--- src/sv/mi3_pkg.sv ---
package mi3_pkg;

	localparam int ELEM_W    = 32;
	localparam int FRAC_BITS = 16;
	localparam int N_EL      = 9;
	// quotient bits produced by the divider lanes
	localparam int QBITS     = 2 * FRAC_BITS;
	localparam int PROD_W    = 2 * ELEM_W;
	localparam int COF_W     = PROD_W + 1;
	localparam int LO_W      = ELEM_W;
	localparam int HI_W      = COF_W - LO_W;
	localparam int PART_W    = ELEM_W + HI_W;
	localparam int TERM_W    = ELEM_W + COF_W;
	localparam int DET_W     = TERM_W + 2;
	localparam int REM_W     = DET_W + 1;
	localparam int CMP_W     = (QBITS > ELEM_W) ? QBITS : ELEM_W;
	localparam int FRONT_ST  = 7;
	localparam int LANE_ST   = QBITS + 1;
	localparam int NST       = FRONT_ST + LANE_ST;

	typedef logic signed [ELEM_W-1:0] elem_t;

	typedef struct packed {
		logic             zero;
		logic             neg;
		logic [DET_W-1:0] mag;
	} det_info_t;

	typedef struct packed {
		logic [QBITS-1:0] q;
		logic             ovf;
		logic             neg;
		logic             zero;
		elem_t            raw;
	} lane_out_t;

endpackage

--- src/sv/mi3_merge.sv ---
module mi3_merge (
	input  logic                                  clk,
	input  logic                                  adv,
	input  mi3_pkg::lane_out_t [mi3_pkg::N_EL-1:0] lanes,
	output mi3_pkg::elem_t [mi3_pkg::N_EL-1:0]    r,
	output logic                                  singular
);
	import mi3_pkg::*;

	localparam logic [ELEM_W-1:0] LIM = {1'b1, {(ELEM_W-1){1'b0}}};

	elem_t [N_EL-1:0] r_q;
	logic             sing_q;
	elem_t [N_EL-1:0] val;

	always_comb begin
		logic [ELEM_W-1:0] mag;
		for (int i = 0; i < N_EL; i++) begin
			if (lanes[i].neg) begin
				mag = (lanes[i].ovf || CMP_W'(lanes[i].q) > CMP_W'(LIM))
					? LIM : ELEM_W'(lanes[i].q);
				val[i] = -mag;
			end else begin
				mag = (lanes[i].ovf || CMP_W'(lanes[i].q) > CMP_W'(LIM - 1'b1))
					? LIM - 1'b1 : ELEM_W'(lanes[i].q);
				val[i] = mag;
			end
		end
	end

	// singular: echo the input beat
	always_ff @(posedge clk) begin
		if (adv) begin
			sing_q <= lanes[0].zero;
			for (int i = 0; i < N_EL; i++) begin
				r_q[i] <= lanes[0].zero ? lanes[i].raw : val[i];
			end
		end
	end

	assign r        = r_q;
	assign singular = sing_q;

endmodule

--- config.mk ---
export PLATFORM = sky130hd
export DESIGN_NAME = mi3_merge
export DESIGN_NICKNAME = d
export VERILOG_FILES = /design/src/sv/mi3_pkg.sv /design/src/sv/mi3_merge.sv
export SDC_FILE = /design/constraint.sdc
export NUM_CORES = 1
export LEC_CHECK = 0
export ABC_AREA = 1
export BUFFER_PORTS_ARGS = -buffer_cell sky130_fd_sc_hd__buf_2
export CORE_AREA = 2 2 349 351
export CTS_CLUSTER_DIAMETER = 150
export DETAILED_ROUTE_END_ITERATION = 10
export DIE_AREA = 0 0 351 353
export SYNTH_ARGS = -nofsm -noshare
export SYNTH_HDL_FRONTEND = slang
export SYNTH_SLANG_ARGS = --single-unit
--- constraint.sdc ---
create_clock -name clk -period 3.7 [get_ports clk]
set_input_delay 0.37 -clock clk [delete_from_list [all_inputs] [get_ports clk]]
set_output_delay 0.37 -clock clk [all_outputs]
set_load 0.01 [all_outputs]
==> metrics.txt <==
P&R area growth vs syn 28.94%; Placeable Area 120600 um2; num rows 128; hold buffer count at CTS 10; GRT Overall Usage 21.66%; Yosys top cell by area edfxtp_1; Tightest Pin Transition 1023 ps; final max-slew violation count 0; CP cell instances buf_2 > nor2_1 > buf_4 > inv_2 > o21ai_2 > clkinv_1 > nor2_1 > inv_1 > ha_1 > nand3_1 > nor2_1 > xor2_1 > nand2_1 > nand2_1 > nand2_1; synth top area cells edfxtp_1, nand2_1, nor2_1, o31ai_1, nand3_1; Post-synth EDFFs 289; DR pass1 iterations 6; initial antenna violation count 77; final hold vios 0; Final min period 2481 ps; critical path's slowest cell inv_2; drt total wl 140800 um; Critical Path End Type flip-flop; Syn Inst Count 3862; Seq cells post-synth 289; syn_area_per_cell 6.712 um2; Initial Util 21.49%; status finished clean; GRT overflow 0; vias in the first global route 29310; GP Congestion 0.9613; Nets 5250; share of the synthesized area in the top cell type 33.48%; Max Fclk 403.1 MHz; Resized cells post-CTS 0; Worst slew margin 31.71%; CTS tree yes; synth cell count leaders nand2_1, nor2_1, inv_1; CP startpoint kind input port; Leak 14.80 nW; largest net degree at the start of global routing 87; Setup TNS 0 ps; warnings from Yosys 0; DR vias 31770; port bufs 885; CTS H-tree depth 2; die area 123900 um2; Post-synth ARST share 0%; antenna viol nets, final 0; Num CTS Buffers 42; Clock Sinks 289; final instance area 33420 um2; first-pass GRT wire length 200000 um; Synth Flop Type edfxtp_1; Chip Height 353 um; placed cell areas 31890 um2; Setup Fix Bufs, Post-CTS 0; Hold Worst Slack 57.01 ps; unrepaired setup endpoints after global routing false; DP HPWL 111600 um; critical path class input port to flip-flop; VDD IR-drop max 0.0002680 V; Routed wire per std cell 22.29 um; cell area after synthesis 25920 um2; Hold WC Path Type input port to flip-flop; DRC violations left 0; sequential area share after synthesis 33.48%; maxcap violations 0; CP Max Fanout 27; Worst EP required 4060 ps; post-synth cell types 47; dpl cells 6207; pwr/cell area 353.5 nW/um2; layout cells sized above 1 22.77%; total power 11.82 mW; Post-Layout Cell Count 6317; CP peak stage delay 410 ps; Ports 894; clock root buffer clkbuf_16; share of the cycle needed by the critical path after routing 67.05%; endpoints failing setup 0; initial DRC count 3214; most frequent cell after synthesis nand2_1; Filler cells 13420; Worst EP arrival 2840 ps; drt via density 5.029; die span in x 351 um; CTS clk-pin slew, worst paths 60 ps; Syn Nets 4476; maximum buffer depth of the clock tree 3
state kept, by name, summed over array words and instances (netlist names):
register / count
singular: 1
r: 288
through the flow:
stage	setup WS (ps)	util [%]
floorplan	1157	-
global placement	623.7	26.44
detailed placement	606.4	26.44
CTS	1258	27.66
global route	1021	27.70
finish	1219	27.71
power breakdown:
group | internal, mW | leakage (nW) | total, mW | switching (mW)
clock | 2.46 | 0.667 | 4.23 | 1.76
combinational | 1.11 | 11.3 | 3.46 | 2.35
sequential | 4.01 | 2.84 | 4.13 | 0.117
metal layers:
layer | global-route usage, % | vias to the layer above | part of all wire (%)
li1 | - | 14980 | -
met1 | 27.44 | 14820 | 41
met2 | 34.38 | 1579 | 45
met3 | 5.999 | 311 | 9.7
met4 | 9.099 | 80 | 4.1
met5 | 0 | - | 0.36
cells by family (layout without fill, tap and decap cells):
group	count (synthesis)	count (layout)	share of synthesized area, %
AND/OR/NAND/NOR	1916	1916	30.35
AO/OA/AOI/OAI	964	964	24.01
buffers and inverters	633	1439	10.00
flip-flops	289	289	33.48
XOR/XNOR	51	51	1.723
adder cells (fa/ha/maj)	9	9	0.4345
other	0	24	0
final timing paths:
kind,to,startpoint,cells past startpoint
max,r[174],lanes[401],15
min,r[128],lanes[268],3
critical path: cells and delay by family:
family                     cells  cell delay, ps
xor gates and xnor gates       1             180
adders and majority gates      1             250
AOI/OAI and AO/OA              1             250
and+or+nand+nor                7             920
buffers and inverters          5             850
layout by cell type (no fill, tap or decap), types with 24 or more instances in the layout:
master     instances
nor2_1           698
o21ai_1           27
buf_2            883
buf_4             54
o31ai_1          249
edfxtp_1         289
nand3b_1          27
a31oi_1           74
inv_1            386
o21ai_0          228
xor2_1            33
a21oi_1          212
nand2_1          797
o41ai_1          122
nand3_1          323
clkbuf_16         43
diode_2           24
layout make-up:
class                           count  area (um2)  area share [%]
Tap cell                         1625        2033           6.083
Multi-Input combinational cell   2940       14650           43.83
Inverter                          407        1535           4.593
Antenna cell                       24       60.06          0.1797
Timing Repair Buffer              956        5095           15.24
Clock buffer                       46        1087           3.253
Clock inverter                     30       284.0          0.8498
Sequential cell                   289        8678           25.97
Power figures use the tool's default switching activity.
